File: src/hdl/bsfg_pkg.sv
// ----------------------------------------------------------------------------
// bsfg_pkg
// Shared types, constants and the LiPo discharge table of the fuel gauge.
// ----------------------------------------------------------------------------
package bsfg_pkg;

	localparam int TABLE_POINTS = 22;
	localparam int IDX_W        = 5;
	localparam int MV_W         = 13;
	localparam int PCT_W        = 7;
	localparam int ADC_W        = 12;
	localparam int SUM_W        = 16;
	localparam int CNT_W        = 4;
	localparam int ELAPSED_W    = 16;
	localparam int SETTLE_W     = 8;
	localparam int NUM_W        = 22;
	localparam int DEN_W        = 14;
	localparam int QUO_W        = 7;
	localparam int STEP_W       = 3;
	localparam int QDEPTH       = 2;
	localparam int QPTR_W       = 1;
	localparam int ADDR_W       = 4;
	localparam int DATA_W       = 32;

	localparam logic [1:0] MODE_TICK  = 2'd0;
	localparam logic [1:0] MODE_BOOT  = 2'd1;
	localparam logic [1:0] MODE_ABORT = 2'd2;

	localparam logic [1:0] REG_INTERVAL = 2'd0;
	localparam logic [1:0] REG_SETTLE   = 2'd1;
	localparam logic [1:0] REG_LOW      = 2'd2;
	localparam logic [1:0] REG_CRIT     = 2'd3;

	localparam logic [ELAPSED_W-1:0] INTERVAL_RST = 16'd6000;
	localparam logic [SETTLE_W-1:0]  SETTLE_RST   = 8'd5;
	localparam logic [PCT_W-1:0]     LOW_RST      = 7'd20;
	localparam logic [PCT_W-1:0]     CRIT_RST     = 7'd10;
	localparam logic [PCT_W-1:0]     PCT_RST      = 7'd100;

	typedef enum logic [1:0] {
		CMD_PASS,
		CMD_AVG,
		CMD_PRIME
	} cmd_kind_t;

	typedef struct packed {
		cmd_kind_t          kind;
		logic               divider;
		logic               taken;
		logic [SUM_W-1:0]   value;
	} cmd_t;

	typedef struct packed {
		logic [ELAPSED_W-1:0] interval;
		logic [SETTLE_W-1:0]  settle;
		logic [PCT_W-1:0]     low_level;
		logic [PCT_W-1:0]     critical_level;
	} cfg_t;

	typedef enum logic [2:0] {
		BK_IDLE,
		BK_DIV_MUL,
		BK_DIV_FIX,
		BK_FIND,
		BK_PREP,
		BK_DIVIDE,
		BK_SUM,
		BK_DONE
	} back_state_t;

	function automatic logic [MV_W-1:0] lut_mv(input logic [IDX_W-1:0] idx);
		logic [MV_W-1:0] v;
		case (idx)
			5'd0:  v = 13'd4200;
			5'd1:  v = 13'd4150;
			5'd2:  v = 13'd4110;
			5'd3:  v = 13'd4080;
			5'd4:  v = 13'd4020;
			5'd5:  v = 13'd3980;
			5'd6:  v = 13'd3950;
			5'd7:  v = 13'd3910;
			5'd8:  v = 13'd3870;
			5'd9:  v = 13'd3850;
			5'd10: v = 13'd3840;
			5'd11: v = 13'd3820;
			5'd12: v = 13'd3800;
			5'd13: v = 13'd3790;
			5'd14: v = 13'd3770;
			5'd15: v = 13'd3750;
			5'd16: v = 13'd3730;
			5'd17: v = 13'd3710;
			5'd18: v = 13'd3690;
			5'd19: v = 13'd3610;
			5'd20: v = 13'd3500;
			5'd21: v = 13'd3300;
			default: v = '0;
		endcase
		return v;
	endfunction

	function automatic logic [PCT_W-1:0] lut_pct(input logic [IDX_W-1:0] idx);
		logic [PCT_W-1:0] p;
		case (idx)
			5'd0:  p = 7'd100;
			5'd1:  p = 7'd95;
			5'd2:  p = 7'd90;
			5'd3:  p = 7'd85;
			5'd4:  p = 7'd80;
			5'd5:  p = 7'd75;
			5'd6:  p = 7'd70;
			5'd7:  p = 7'd65;
			5'd8:  p = 7'd60;
			5'd9:  p = 7'd55;
			5'd10: p = 7'd50;
			5'd11: p = 7'd45;
			5'd12: p = 7'd40;
			5'd13: p = 7'd35;
			5'd14: p = 7'd30;
			5'd15: p = 7'd25;
			5'd16: p = 7'd20;
			5'd17: p = 7'd15;
			5'd18: p = 7'd10;
			5'd19: p = 7'd5;
			5'd20: p = 7'd2;
			5'd21: p = 7'd0;
			default: p = '0;
		endcase
		return p;
	endfunction

endpackage

File: src/hdl/bsfg_fifo.sv
// ----------------------------------------------------------------------------
// bsfg_fifo
// Two-entry command queue between the front and back of the fuel gauge.
// ----------------------------------------------------------------------------
module bsfg_fifo import bsfg_pkg::*; (
	input  logic  clk,
	input  logic  arst_n,
	input  logic  push,
	input  cmd_t  push_data,
	output logic  full,
	input  logic  pop,
	output cmd_t  pop_data,
	output logic  empty
);

	cmd_t                mem_q [QDEPTH];
	logic [QPTR_W-1:0]   wr_ptr_q;
	logic [QPTR_W-1:0]   rd_ptr_q;
	logic [QPTR_W:0]     count_q;

	assign full     = (count_q == (QPTR_W+1)'(QDEPTH));
	assign empty    = (count_q == '0);
	assign pop_data = mem_q[rd_ptr_q];

	always_ff @(posedge clk) begin
		if (push) begin
			mem_q[wr_ptr_q] <= push_data;
		end
	end

	always_ff @(posedge clk or negedge arst_n) begin
		if (!arst_n) begin
			wr_ptr_q <= '0;
			rd_ptr_q <= '0;
			count_q  <= '0;
		end else begin
			if (push) begin
				wr_ptr_q <= wr_ptr_q + 1'b1;
			end
			if (pop) begin
				rd_ptr_q <= rd_ptr_q + 1'b1;
			end
			if (push && !pop) begin
				count_q <= count_q + 1'b1;
			end else if (pop && !push) begin
				count_q <= count_q - 1'b1;
			end
		end
	end

endmodule

File: src/hdl/bsfg_front.sv
// ----------------------------------------------------------------------------
// bsfg_front
// Tick timing, divider control and sample accumulation; emits one command
// per accepted beat.
// ----------------------------------------------------------------------------
module bsfg_front import bsfg_pkg::*; #(
	parameter int SAMPLES_PER_AVERAGE = 10
) (
	input  logic             clk,
	input  logic             arst_n,
	input  logic             in_valid,
	output logic             in_ready,
	input  logic [1:0]       mode,
	input  logic [ADC_W-1:0] adc_mv,
	input  logic             divider_request,
	input  cfg_t             cfg,
	input  logic             q_full,
	output logic             q_push,
	output cmd_t             q_data
);

	localparam logic [CNT_W:0] CNT_LAST = (CNT_W+1)'(SAMPLES_PER_AVERAGE);

	logic                 settling_q, settling_d;
	logic [ELAPSED_W-1:0] elapsed_q, elapsed_d, elapsed_inc;
	logic [CNT_W-1:0]     count_q, count_d;
	logic [SUM_W-1:0]     sum_q, sum_d, sum_add;
	logic                 divider_q, divider_d;

	assign in_ready = !q_full;
	assign q_push   = in_valid && in_ready;

	always_comb begin
		settling_d     = settling_q;
		elapsed_d      = elapsed_q;
		count_d        = count_q;
		sum_d          = sum_q;
		divider_d      = divider_q;
		q_data.kind    = CMD_PASS;
		q_data.taken   = 1'b0;
		q_data.value   = '0;
		// saturating millisecond count
		elapsed_inc    = (elapsed_q == '1) ? elapsed_q : elapsed_q + 1'b1;
		sum_add        = sum_q + SUM_W'(adc_mv);
		unique case (mode)
			MODE_TICK: begin
				elapsed_d = elapsed_inc;
				if (!settling_q) begin
					if (elapsed_inc >= cfg.interval) begin
						divider_d  = 1'b1;
						settling_d = 1'b1;
						elapsed_d  = '0;
					end
				end else if (elapsed_inc >= ELAPSED_W'(cfg.settle)) begin
					divider_d    = 1'b0;
					settling_d   = 1'b0;
					elapsed_d    = '0;
					q_data.taken = 1'b1;
					if (({1'b0, count_q} + 1'b1) >= CNT_LAST) begin
						q_data.kind  = CMD_AVG;
						q_data.value = sum_add;
						sum_d        = '0;
						count_d      = '0;
					end else begin
						sum_d   = sum_add;
						count_d = count_q + 1'b1;
					end
				end
			end
			MODE_BOOT: begin
				q_data.kind  = CMD_PRIME;
				q_data.taken = 1'b1;
				q_data.value = SUM_W'(adc_mv);
				sum_d        = '0;
				count_d      = '0;
				divider_d    = 1'b0;
				settling_d   = 1'b0;
				elapsed_d    = '0;
			end
			MODE_ABORT: begin
				divider_d  = divider_request;
				// aborted settle re-enables on the next tick
				if (settling_q) begin
					elapsed_d = cfg.interval;
				end
				settling_d = 1'b0;
			end
			default: begin
			end
		endcase
		q_data.divider = divider_d;
	end

	always_ff @(posedge clk or negedge arst_n) begin
		if (!arst_n) begin
			settling_q <= 1'b0;
			elapsed_q  <= '0;
			count_q    <= '0;
			sum_q      <= '0;
			divider_q  <= 1'b0;
		end else if (q_push) begin
			settling_q <= settling_d;
			elapsed_q  <= elapsed_d;
			count_q    <= count_d;
			sum_q      <= sum_d;
			divider_q  <= divider_d;
		end
	end

endmodule

File: src/hdl/bsfg_back.sv
// ----------------------------------------------------------------------------
// bsfg_back
// Averaging, table interpolation with a bit-serial divider, and the output
// register.
// ----------------------------------------------------------------------------
module bsfg_back import bsfg_pkg::*; #(
	parameter int SAMPLES_PER_AVERAGE = 10
) (
	input  logic             clk,
	input  logic             arst_n,
	input  cfg_t             cfg,
	input  logic             q_empty,
	output logic             q_pop,
	input  cmd_t             q_data,
	output logic             out_valid,
	input  logic             out_ready,
	output logic             divider_on,
	output logic             sample_taken,
	output logic             updated,
	output logic [MV_W-1:0]  battery_mv,
	output logic [PCT_W-1:0] percent,
	output logic             low_flag,
	output logic             critical_flag
);

	// average = (sum * (2^SH / N)) >> SH, then one correction step
	localparam int                 RECIP_SH = 20;
	localparam int                 RECIP_W  = RECIP_SH + 1;
	localparam int                 PROD_W   = SUM_W + RECIP_W;
	localparam logic [RECIP_W-1:0] RECIP    = RECIP_W'((1 << RECIP_SH) / SAMPLES_PER_AVERAGE);
	localparam logic [SUM_W-1:0]   NDIV     = SUM_W'(SAMPLES_PER_AVERAGE);
	localparam logic [IDX_W-1:0]   IDX_LAST = IDX_W'(TABLE_POINTS - 1);

	back_state_t          state_q, state_d;
	cmd_t                 cmd_q;
	logic [PROD_W-1:0]    prod_q;
	logic [MV_W-1:0]      voltage_q;
	logic [PCT_W-1:0]     percent_q;
	logic [IDX_W-1:0]     seg_q;
	logic [NUM_W-1:0]     rem_q;
	logic [DEN_W-1:0]     den_q;
	logic [PCT_W-1:0]     plo_q;
	logic [QUO_W-1:0]     quo_q;
	logic [STEP_W-1:0]    step_q;
	logic                 out_valid_q;

	logic                 out_free;
	logic                 out_load;
	cmd_t                 src;
	logic [SUM_W-1:0]     q0, q0n, rem_avg, avg;
	logic                 at_top, at_bottom;
	logic [IDX_W-1:0]     seg;
	logic [IDX_W-1:0]     seg_next;
	logic [MV_W-1:0]      seg_hi, seg_lo, dv, diff;
	logic [PCT_W-1:0]     dp;
	logic [MV_W+PCT_W-1:0] dd;
	logic [NUM_W-1:0]     shifted;

	assign out_free  = !out_valid_q || out_ready;
	assign out_valid = out_valid_q;

	// next state
	always_comb begin
		state_d = state_q;
		unique case (state_q)
			BK_IDLE: begin
				if (!q_empty && out_free) begin
					if (q_data.kind == CMD_AVG) begin
						state_d = BK_DIV_MUL;
					end else if (q_data.kind == CMD_PRIME) begin
						state_d = BK_FIND;
					end
				end
			end
			BK_DIV_MUL: state_d = BK_DIV_FIX;
			BK_DIV_FIX: state_d = BK_FIND;
			BK_FIND: begin
				state_d = (at_top || at_bottom) ? BK_DONE : BK_PREP;
			end
			BK_PREP:   state_d = BK_DIVIDE;
			BK_DIVIDE: begin
				if (step_q == '0) begin
					state_d = BK_SUM;
				end
			end
			BK_SUM:    state_d = BK_DONE;
			BK_DONE: begin
				if (out_free) begin
					state_d = BK_IDLE;
				end
			end
			default:   state_d = BK_IDLE;
		endcase
	end

	// control outputs
	always_comb begin
		q_pop    = 1'b0;
		out_load = 1'b0;
		src      = cmd_q;
		unique case (state_q)
			BK_IDLE: begin
				src   = q_data;
				q_pop = !q_empty && out_free;
				out_load = q_pop && (q_data.kind == CMD_PASS);
			end
			BK_DONE: out_load = out_free;
			default: begin
			end
		endcase
	end

	// averaging correction
	assign q0      = prod_q[RECIP_SH +: SUM_W];
	assign q0n     = q0 * NDIV;
	assign rem_avg = cmd_q.value - q0n;
	assign avg     = (rem_avg >= NDIV) ? q0 + 1'b1 : q0;

	// segment search: largest point at or above the voltage
	always_comb begin
		at_top    = voltage_q >= lut_mv('0);
		at_bottom = voltage_q <= lut_mv(IDX_LAST);
		seg       = '0;
		for (int j = 0; j < TABLE_POINTS - 1; j++) begin
			if (voltage_q <= lut_mv(IDX_W'(j))) begin
				seg = IDX_W'(j);
			end
		end
	end

	assign seg_next = seg_q + 1'b1;
	assign seg_hi   = lut_mv(seg_q);
	assign seg_lo   = lut_mv(seg_next);
	assign dv       = seg_hi - seg_lo;
	assign diff     = voltage_q - seg_lo;
	assign dp       = lut_pct(seg_q) - lut_pct(seg_next);
	assign dd       = diff * dp;
	assign shifted  = NUM_W'(den_q) << step_q;

	always_ff @(posedge clk) begin
		unique case (state_q)
			BK_IDLE: begin
				if (q_pop) begin
					cmd_q <= q_data;
				end
			end
			BK_DIV_MUL: prod_q <= PROD_W'(cmd_q.value) * PROD_W'(RECIP);
			BK_FIND:    seg_q  <= seg;
			BK_PREP: begin
				rem_q  <= NUM_W'({dd, 1'b0}) + NUM_W'(dv);
				den_q  <= {dv, 1'b0};
				plo_q  <= lut_pct(seg_next);
				quo_q  <= '0;
				step_q <= STEP_W'(QUO_W - 1);
			end
			BK_DIVIDE: begin
				if (rem_q >= shifted) begin
					rem_q         <= rem_q - shifted;
					quo_q[step_q] <= 1'b1;
				end
				step_q <= step_q - 1'b1;
			end
			default: begin
			end
		endcase
		if (out_load) begin
			divider_on    <= src.divider;
			sample_taken  <= src.taken;
			updated       <= (src.kind != CMD_PASS);
			battery_mv    <= voltage_q;
			percent       <= percent_q;
			low_flag      <= (percent_q <= cfg.low_level);
			critical_flag <= (percent_q <= cfg.critical_level);
		end
	end

	always_ff @(posedge clk or negedge arst_n) begin
		if (!arst_n) begin
			state_q     <= BK_IDLE;
			voltage_q   <= '0;
			percent_q   <= PCT_RST;
			out_valid_q <= 1'b0;
		end else begin
			state_q <= state_d;
			if (q_pop && (q_data.kind == CMD_PRIME)) begin
				voltage_q <= {q_data.value[MV_W-2:0], 1'b0};
			end
			if (state_q == BK_DIV_FIX) begin
				voltage_q <= {avg[MV_W-2:0], 1'b0};
			end
			if (state_q == BK_FIND) begin
				if (at_top) begin
					percent_q <= lut_pct('0);
				end else if (at_bottom) begin
					percent_q <= lut_pct(IDX_LAST);
				end
			end
			if (state_q == BK_SUM) begin
				percent_q <= plo_q + quo_q;
			end
			if (out_load) begin
				out_valid_q <= 1'b1;
			end else if (out_ready) begin
				out_valid_q <= 1'b0;
			end
		end
	end

endmodule

File: src/hdl/battery_sampler_fuel_gauge_unit.sv
// A beat with no new average goes via the queue to the output register; an average
// runs multiply, fix, search, prep, serial divide and sum, a boot reading starts at the
// search, and either skips prep, divide and sum when it clamps at a table end. One beat
// per cycle while no average or boot reading is in flight and out_ready is high; the
// back end holds the next beat meanwhile. Reset (arst_n low) idles the timer,
// clears the sum and divider, sets internal voltage 0 and percent 100, loads defaults.
// ----------------------------------------------------------------------------
// battery_sampler_fuel_gauge_unit
// Battery sampler with averaging and LiPo percent lookup, APB register port.
// ----------------------------------------------------------------------------
module battery_sampler_fuel_gauge_unit import bsfg_pkg::*; #(
	parameter int SAMPLES_PER_AVERAGE = 10
) (
	input  logic              clk,
	input  logic              arst_n,
	input  logic              psel,
	input  logic              penable,
	input  logic              pwrite,
	input  logic [ADDR_W-1:0] paddr,
	input  logic [DATA_W-1:0] pwdata,
	output logic [DATA_W-1:0] prdata,
	output logic              pready,
	input  logic              in_valid,
	output logic              in_ready,
	input  logic [1:0]        mode,
	input  logic [ADC_W-1:0]  adc_mv,
	input  logic              divider_request,
	output logic              out_valid,
	input  logic              out_ready,
	output logic              divider_on,
	output logic              sample_taken,
	output logic              updated,
	output logic [MV_W-1:0]   battery_mv,
	output logic [PCT_W-1:0]  percent,
	output logic              low_flag,
	output logic              critical_flag
);

	cfg_t cfg_q;
	logic wr_en;
	logic q_push, q_pop, q_full, q_empty;
	cmd_t push_data, pop_data;

	assign pready = 1'b1;
	assign wr_en  = psel && penable && pwrite && pready;

	always_ff @(posedge clk or negedge arst_n) begin
		if (!arst_n) begin
			cfg_q.interval       <= INTERVAL_RST;
			cfg_q.settle         <= SETTLE_RST;
			cfg_q.low_level      <= LOW_RST;
			cfg_q.critical_level <= CRIT_RST;
		end else if (wr_en) begin
			unique case (paddr[3:2])
				REG_INTERVAL: cfg_q.interval       <= pwdata[ELAPSED_W-1:0];
				REG_SETTLE:   cfg_q.settle         <= pwdata[SETTLE_W-1:0];
				REG_LOW:      cfg_q.low_level      <= pwdata[PCT_W-1:0];
				REG_CRIT:     cfg_q.critical_level <= pwdata[PCT_W-1:0];
				default: begin
				end
			endcase
		end
	end

	always_comb begin
		unique case (paddr[3:2])
			REG_INTERVAL: prdata = DATA_W'(cfg_q.interval);
			REG_SETTLE:   prdata = DATA_W'(cfg_q.settle);
			REG_LOW:      prdata = DATA_W'(cfg_q.low_level);
			REG_CRIT:     prdata = DATA_W'(cfg_q.critical_level);
			default:      prdata = '0;
		endcase
	end

	bsfg_front #(
		.SAMPLES_PER_AVERAGE(SAMPLES_PER_AVERAGE)
	) u_front (
		.clk             (clk),
		.arst_n          (arst_n),
		.in_valid        (in_valid),
		.in_ready        (in_ready),
		.mode            (mode),
		.adc_mv          (adc_mv),
		.divider_request (divider_request),
		.cfg             (cfg_q),
		.q_full          (q_full),
		.q_push          (q_push),
		.q_data          (push_data)
	);

	bsfg_fifo u_fifo (
		.clk       (clk),
		.arst_n    (arst_n),
		.push      (q_push),
		.push_data (push_data),
		.full      (q_full),
		.pop       (q_pop),
		.pop_data  (pop_data),
		.empty     (q_empty)
	);

	bsfg_back #(
		.SAMPLES_PER_AVERAGE(SAMPLES_PER_AVERAGE)
	) u_back (
		.clk           (clk),
		.arst_n        (arst_n),
		.cfg           (cfg_q),
		.q_empty       (q_empty),
		.q_pop         (q_pop),
		.q_data        (pop_data),
		.out_valid     (out_valid),
		.out_ready     (out_ready),
		.divider_on    (divider_on),
		.sample_taken  (sample_taken),
		.updated       (updated),
		.battery_mv    (battery_mv),
		.percent       (percent),
		.low_flag      (low_flag),
		.critical_flag (critical_flag)
	);

endmodule

File: config.mk
export PLATFORM = sky130hd
export DESIGN_NAME = battery_sampler_fuel_gauge_unit
export DESIGN_NICKNAME = d
export VERILOG_FILES = /design/src/hdl/bsfg_pkg.sv /design/src/hdl/bsfg_fifo.sv /design/src/hdl/bsfg_front.sv /design/src/hdl/bsfg_back.sv /design/src/hdl/battery_sampler_fuel_gauge_unit.sv
export SDC_FILE = /design/constraint.sdc
export NUM_CORES = 1
export LEC_CHECK = 0
export BUFFER_PORTS_ARGS = -buffer_cell sky130_fd_sc_hd__buf_2
export CAP_MARGIN = 20
export CORE_UTILIZATION = 50
export DETAILED_ROUTE_END_ITERATION = 6
export GPL_TIMING_DRIVEN = 1
export PLACE_DENSITY = 0.77
export SETUP_SLACK_MARGIN = 0.3
export SLEW_MARGIN = 15
export SYNTH_ARGS = -nofsm -noshare
export SYNTH_HDL_FRONTEND = slang
export SYNTH_SLANG_ARGS = --single-unit
File: constraint.sdc
create_clock -name clk -period 10.9 [get_ports clk]
set_input_delay 1.635 -clock clk [delete_from_list [all_inputs] [get_ports clk]]
set_output_delay 1.635 -clock clk [all_outputs]
set_load 0.05 [all_outputs]
Word-level counts from Yosys, hierarchy flattened
Memories as Yosys holds them, arrays and structs flattened. A register that Yosys moved wholly into a read port is not among the register bits.
Cells that the tools add are included.
{"block": "word_totals", "reg_bits": 232, "ramBits": 40, "rom_bits": 1440, "input_bits": 58, "output_inout_bits": 60, "elab_cells": 243, "mem_count": 6}
{"block": "classes", "addsub": 18, "multipliers": 3, "order_cmp": 31, "eq_ne": 24, "shift": 1, "mux": 80, "bitwise_logic": 1, "reduce_logical": 45}
{"memory": "(name not given)", "words": 32, "word_bits": 12, "rd": 1, "rd_clocked_by_memory_dff": 0, "wr": 0, "line_no": "bsfg_pkg.sv:73", "text": "case (idx)"}
{"memory": "(name not given)", "words": 32, "word_bits": 12, "rd": 1, "rd_clocked_by_memory_dff": 0, "wr": 0, "line_no": "bsfg_pkg.sv:73"}
{"memory": "(name not given)", "words": 32, "word_bits": 7, "rd": 1, "rd_clocked_by_memory_dff": 1, "wr": 0, "line_no": "bsfg_pkg.sv:103", "text": "case (idx)"}
{"memory": "(name not given)", "words": 32, "word_bits": 7, "rd": 1, "rd_clocked_by_memory_dff": 0, "wr": 0, "line_no": "bsfg_pkg.sv:103"}
{"memory": "(name not given)", "words": 32, "word_bits": 7, "rd": 1, "rd_clocked_by_memory_dff": 0, "wr": 0, "line_no": "bsfg_pkg.sv:103"}
{"memory": "u_fifo.mem_q", "words": 2, "word_bits": 20, "rd": 1, "rd_clocked_by_memory_dff": 0, "wr": 1, "line_no": "bsfg_fifo.sv:16", "text": "cmd_t mem_q [QDEPTH];"}
{"cell": "13-bit by 12-bit <= comparator with 1-bit output (second input constant)", "count": 19}
{"cell": "16-bit two-way mux", "count": 9}
{"cell": "32-bit case mux with 4 select lines", "count": 1}
{"cell": "16-bit case mux with 3 select lines", "count": 1}
{"cell": "4-bit two-way mux", "count": 11}
{"cell": "22-bit case mux with 2 select lines", "count": 1}
{"cell": "3-bit two-way mux", "count": 13}
{"cell": "7-bit two-way mux", "count": 5}
{"cell": "17-bit two-way mux", "count": 2}
{"cell": "17-bit case mux with 2 select lines", "count": 1}
{"cell": "16-bit by 17-bit multiplier with 33-bit output (second input constant)", "count": 1}
{"cell": "16-bit case mux with 2 select lines", "count": 1}
{"cell": "13-bit <= comparator (second input constant)", "count": 2}
{"cell": "13-bit two-way mux", "count": 2}
{"cell": "13-bit subtractor", "count": 2}
{"cell": "3-bit case mux with 8 select lines", "count": 1}
{"cell": "21-bit by 13-bit adder with 22-bit output", "count": 1}
{"cell": "22-bit greater-or-equal comparator", "count": 1}
{"cell": "22-bit two-way mux", "count": 1}
{"cell": "14-bit by 3-bit << shifter with 22-bit output", "count": 1}
{"cell": "22-bit subtractor", "count": 1}
{"cell": "13-bit by 7-bit multiplier with 20-bit output", "count": 1}
{"cell": "20-bit two-way mux", "count": 1}
{"cell": "16-bit by 1-bit adder with 16-bit output (second input constant)", "count": 1}
{"cell": "other kinds (52)", "count": 123}

Depth between registers and ports, before layout
{"block": "depth", "depth_word": 20, "depth_mapped": 41, "ltp_nobuf": 41}

Hierarchy
From an unflattened synthesis, not the netlist that was laid out.
{"block": "hier_totals", "hier_cells": 2642, "hier_area_um2": 25330.5}
{"mod": "bsfg_back", "n_inst": 1, "cells_each": 1995, "area_each_um2": 17976.0, "seq_area_each_um2": 3942.5}
{"mod": "bsfg_front", "n_inst": 1, "cells_each": 445, "area_each_um2": 3764.9, "seq_area_each_um2": 950.9}
{"mod": "battery_sampler_fuel_gauge_unit", "n_inst": 1, "cells_each": 124, "area_each_um2": 1881.8, "seq_area_each_um2": 967.2}
{"mod": "bsfg_fifo", "n_inst": 1, "cells_each": 78, "area_each_um2": 1707.9, "seq_area_each_um2": 1301.2}

Worst setup path before layout
No wires, ideal clock.
{"block": "synth_timing", "path_type": "reg-to-reg", "startpoint": "register u_back.seg_q[2]", "endpoint": "register u_back.rem_q[20], data pin", "setup_ns": 0.269, "t_arrival_ns": 7.989, "required_time_ns": 10.631, "path_slack_ns": 2.642, "stages_incl_launch_ff": 38, "n_path_buf": 2, "synth_period_minus_slack_ns": 8.258, "path_cell_list": "edfxtp_1 clkbuf_1 clkinv_1 ha_1 clkbuf_1 o21ai_0 a21oi_1 nor2_1 o21ai_0 o31ai_1 fa_1 nor2b_1 o21ai_0 a21boi_0 o21ai_0 a21boi_0 o21ai_0 a21oi_1 [2 not listed] nor2_1 fa_1 fa_1 fa_1 inv_1 fa_1 inv_1 ha_1 a21o_1 a21o_1 a31oi_1 o21ai_0 a22o_1 or4_1 o21ai_0 xnor2_1 xnor2_1 o21ai_0"}
{"block": "synth_between", "elab_chain_len": 6, "word_cells_on_any_way": 11, "cone_classes": "5 x add/sub; 1 x mul; 1 x mux; 4 x memory"}
{"element": "start: declaration", "line_no": "bsfg_back.sv:39", "text": "logic [IDX_W-1:0] seg_q;"}
{"element": "start signal: assignment", "line_no": "bsfg_back.sv:148", "text": "BK_FIND: seg_q <= seg;"}
{"element": "5-bit by 1-bit adder with 5-bit output", "line_no": "bsfg_back.sv:131", "text": "assign seg_next = seg_q + 1'b1;"}
{"element": "memory 32 x 12 bit / memory 32 x 7 bit (equally long branches)"}
{"element": "13-bit subtractor / 7-bit subtractor (equally long branches)", "line_no": "bsfg_back.sv:135, bsfg_back.sv:136"}
{"element": "13-bit by 7-bit multiplier with 20-bit output", "line_no": "bsfg_back.sv:137", "text": "assign dd = diff * dp;"}
{"element": "21-bit by 13-bit adder with 22-bit output *", "line_no": "bsfg_back.sv:150", "text": "rem_q <= NUM_W'({dd, 1'b0}) + NUM_W'(dv);"}
{"element": "22-bit case mux with 2 select lines *", "line_no": "bsfg_back.sv:141", "text": "unique case (state_q)"}
{"element": "end signal: assignment", "line_no": "bsfg_back.sv:150"}
{"element": "end signal: assignment", "line_no": "bsfg_back.sv:158", "text": "rem_q <= rem_q - shifted;"}
{"element": "end: declaration", "line_no": "bsfg_back.sv:40", "text": "logic [NUM_W-1:0] rem_q;"}
Every way passes the cells marked *; elsewhere a longest branch is shown, timed or not.
A chain may end at the register's enable or synchronous reset.

Final worst setup path
{"block": "layout_timing", "startpoint": "register u_back.seg_q[1]", "endpoint": "register u_back.rem_q[20], data pin"}
The elaborated chain is that of the path after synthesis.

==> results.txt <==
----------------------------------------------------
[Drt]
  Drt initial violations ... 1674
  Via-per-instance ratio ... 5.90
  Residual DRC ... 1
  Number of antenna-violating nets in the routed design ... 0
  Via Count ... 19200
  Final WL ... 59700 µm
  Routed wire length per instance ... 18.3 µm
  Number of iterations in the first detailed-routing pass ... 7

[Logic synthesis]
  Cell taking the most area after synthesis ... sky130_fd_sc_hd__edfxtp_1
  Count of synthesis-stage warnings from yosys ... 0
  Count of distinct cell types in the synthesized netlist ... 89
  Ys async rst share ... 0.404
  Primary FF master, synth ... sky130_fd_sc_hd__edfxtp_1
  Number of enable-type register cells in the synthesized netlist ... 152
  Proportion of netlist area held by the largest area contributor ... 0.186
  Biggest area contributors in the synthesized netlist ... sky130_fd_sc_hd__edfxtp_1, sky130_fd_sc_hd__ha_1, sky130_fd_sc_hd__fa_1
  Synthesized cell area ... 24500 µm²
  Seq/Total Area, Yosys ... 0.292
  Flops & latches, synth ... 255
  Synthesized area per cell ... 9.51 µm²
  Cell count after synthesis ... 2578

[Timing]
  RSZ-0062 raised after global routing ... false
  Max Clock Freq ... 102 MHz
  Headroom to the max-slew limit ... 0.267
  Total negative slack ... 0 ps
  Pins Over Slew Limit ... 0
  Final Skew ... 12.4 ps
  Transition at the pin with the smallest max-transition slack ... 1090 ps
  Post-layout minimum cycle time ... 9840 ps
  Total count of hold-check failures in the final report ... 0
  Share of the clock period used by the worst path ... 0.903
  Final-layout worst hold slack ... 490 ps
  Total of endpoints with negative setup slack in the final report ... 0

[Finish]
  Fraction of final layout cells sized beyond drive strength 1 ... 0.105
  Number of filler cells placed in the layout ... 4187
  Total area of multi-input combinational cells ... 15900 µm²
  Final std cells w/o fill ... 3257
  Area added between synthesis and finish ... 7.47%
  Seq. cell area ... 7160 µm²
  Area of all placed cells without fillers ... 26300 µm²
  Number of nets in the layout ... 3114

[CTS]
  Root Buffer ... sky130_fd_sc_hd__clkbuf_16
  Post-CTS clock slew at the launch and capture registers of the worst setup and hold paths ... 70 ps
  Total setup buffers inserted after CTS ... 0
  Clock latency on the worst-skew pair ... 570 ps
  Hold bufs inserted after CTS ... 0
  CTS Sinks ... 255
  Clock tree from TritonCTS ... done
  Number of gates resized after CTS ... 0
  Number of levels the H-tree was split into ... 1
  Maximum buffer depth of the clock tree ... 3
  Number of clock buffers inserted by TritonCTS ... 27

[Floorplanning]
  Row Count ... 80
  Core region area ... 48000 µm²
  Initial core utilization ... 0.510
  Die ar. ... 49900 µm²
  Die height ... 223 µm
  Die width ... 223 µm
  Number of ports placed on the die boundary ... 118

[Worst setup path]
  Crit path max-delay family ... adder cells
  Most used cell along the critical path ... sky130_fd_sc_hd__o21ai_0
  Kind of critical path ... reg2reg
  WP buf/inv ... 5
  Crit path launch type ... register
  Signal arrival time at the worst endpoint ... 10130 ps
  Largest stage delay, worst path ... 650 ps
  Highest-delay cell along the critical path ... sky130_fd_sc_hd__edfxtp_1
  Data required, critical path ... 11190 ps
  Worst-path maximum fanout ... 14
  Worst Setup End Kind ... register

[Global routing]
  Initial antenna violation count ... 2
  Global-route usage over all layers ... 0.244
  Largest net degree at the start of global routing ... 55
  First-pass GRT wire length ... 98900 µm
  Via count of the first global-routing pass ... 19400
  Total global routing overflow ... 0

[Flow run]
  Max-cap violations ... 0

[Worst hold path]
  Tightest Hold Check Type ... reg2reg

[Place]
  Post-Place Cells ... 3204
  Placement-stage cell area ... 25400 µm²
  Final weighted congestion in routability-driven placement ... 0.906
  Number of buffers added on ports ... 81
  HPWL after DPL ... 46300 µm

[Run status]
  Status ... finished with violations
  Violated checks ... DRC

----------------------------------------------------
## cells in the final DEF (no fill, tap or decap), drive strengths merged, types with 12 or more instances in the layout
cell type / count
a211oi: 17
a21o: 51
a21oi: 155
a22o: 32
a22oi: 17
a31oi: 22
and2: 17
and3: 22
buf: 105
clkbuf: 34
conb: 18
dfrtp: 87
dfstp: 16
edfxtp: 152
fa: 121
ha: 316
inv: 268
mux2: 38
mux2i: 46
nand2: 167
nand2b: 27
nand3: 50
nand4: 29
nor2: 216
nor2b: 36
nor3: 48
o21a: 20
o21ai: 155
o21bai: 12
or2: 39
xnor2: 92
xor2: 50
## routing by layer
layer / global-route usage / vias to the layer above / wire length, µm
met5: 0 / - / 0
met4: 0.0738 / 0 / 1570
met3: 0.0283 / 112 / 3250
met2: 0.415 / 573 / 28800
met1: 0.325 / 9384 / 26100
li1: - / 9137 / -
## final cells by class
type                            count  area share
Antenna cell                        2    0.000190
Clock buffer                       34      0.0270
Clock inverter                     16     0.00613
Inverter                          266      0.0379
Multi-Input combinational cell   1964       0.605
Sequential cell                   255       0.272
Tap cell                          615      0.0292
Timing Repair Buffer              105      0.0225
## kinds of logic (layout without fill, tap and decap cells)
kind of cell | count (synthesis) | in the layout | synth area share
other cells | 2 | 20 | 0.000306
fa+ha+maj | 437 | 437 | 0.260
flops | 255 | 255 | 0.292
buf+inv | 375 | 421 | 0.0616
mux | 92 | 92 | 0.0438
compound gates | 581 | 581 | 0.152
xor+xnor | 143 | 143 | 0.0520
simple gates | 693 | 693 | 0.138
## cell usage after synthesis (12+ instances only)
cell type	n
sky130_fd_sc_hd__fa_1	121
sky130_fd_sc_hd__edfxtp_1	152
sky130_fd_sc_hd__and3_1	22
sky130_fd_sc_hd__o21ai_0	137
sky130_fd_sc_hd__mux2i_1	46
sky130_fd_sc_hd__nor2_1	215
sky130_fd_sc_hd__buf_4	21
sky130_fd_sc_hd__o21a_1	20
sky130_fd_sc_hd__a22oi_1	17
sky130_fd_sc_hd__a211oi_1	15
sky130_fd_sc_hd__mux2_2	37
sky130_fd_sc_hd__a21oi_1	154
sky130_fd_sc_hd__a31oi_1	22
sky130_fd_sc_hd__nand4_1	28
sky130_fd_sc_hd__xnor2_1	91
sky130_fd_sc_hd__nand3_1	50
sky130_fd_sc_hd__inv_1	263
sky130_fd_sc_hd__o21bai_1	12
sky130_fd_sc_hd__and2_1	17
sky130_fd_sc_hd__a21o_1	51
sky130_fd_sc_hd__a22o_1	32
sky130_fd_sc_hd__nand2_1	167
sky130_fd_sc_hd__dfstp_2	16
sky130_fd_sc_hd__dfrtp_1	87
sky130_fd_sc_hd__nor2b_1	35
sky130_fd_sc_hd__clkbuf_1	75
sky130_fd_sc_hd__nor3_1	48
sky130_fd_sc_hd__or2_2	39
sky130_fd_sc_hd__xor2_1	50
sky130_fd_sc_hd__ha_1	316
sky130_fd_sc_hd__nand2b_1	27
sky130_fd_sc_hd__o21ai_1	16
## metrics by stage
stage / setup slack, ps / util
after floorplan: 2640 / -
after global placement: 1380 / 0.529
after detailed placement: 1180 / 0.529
after CTS: 1120 / 0.547
after global routing: 329 / 0.548
final: 1060 / 0.548
## registers in the layout, summed over array words and instances, names as in the netlist, 2 cells and up
signal and flops:
u_back.percent_q 7, u_back.rem_q 21, u_back.step_q 3, u_back.plo_q 7, u_back.cmd_q 20, u_front.elapsed_q 16
u_back.state_q 3, u_back.percent 7, u_fifo.mem_q 40, u_fifo.count_q 2, u_front.sum_q 16, u_back.den_q 12
u_back.battery_mv 12, u_front.count_q 4, cfg_q 38, u_back.voltage_q 12, u_back.prod_q 13, u_back.quo_q 7
u_back.seg_q 5
## worst paths after layout
kind | startpoint | end | slack (ps) | cells after the start
setup / recovery | u_back.seg_q[1] | u_back.rem_q[20] | 1060 | 38
hold / removal | u_fifo.count_q[1] | u_fifo.count_q[1] | 490 | 1
setup reg to reg | u_back.seg_q[1] | u_back.rem_q[20] | 1060 | 38
max in group asynchronous | arst_n | u_front.elapsed_q[0] | 8580 | 2
min in group asynchronous | arst_n | u_back.percent_q[0] | 1090 | 1
hold reg to reg | u_fifo.count_q[1] | u_fifo.count_q[1] | 490 | 1
Power is not shown: default switching activity piles up to over one toggle a cycle in this logic, so the estimate is an artifact.
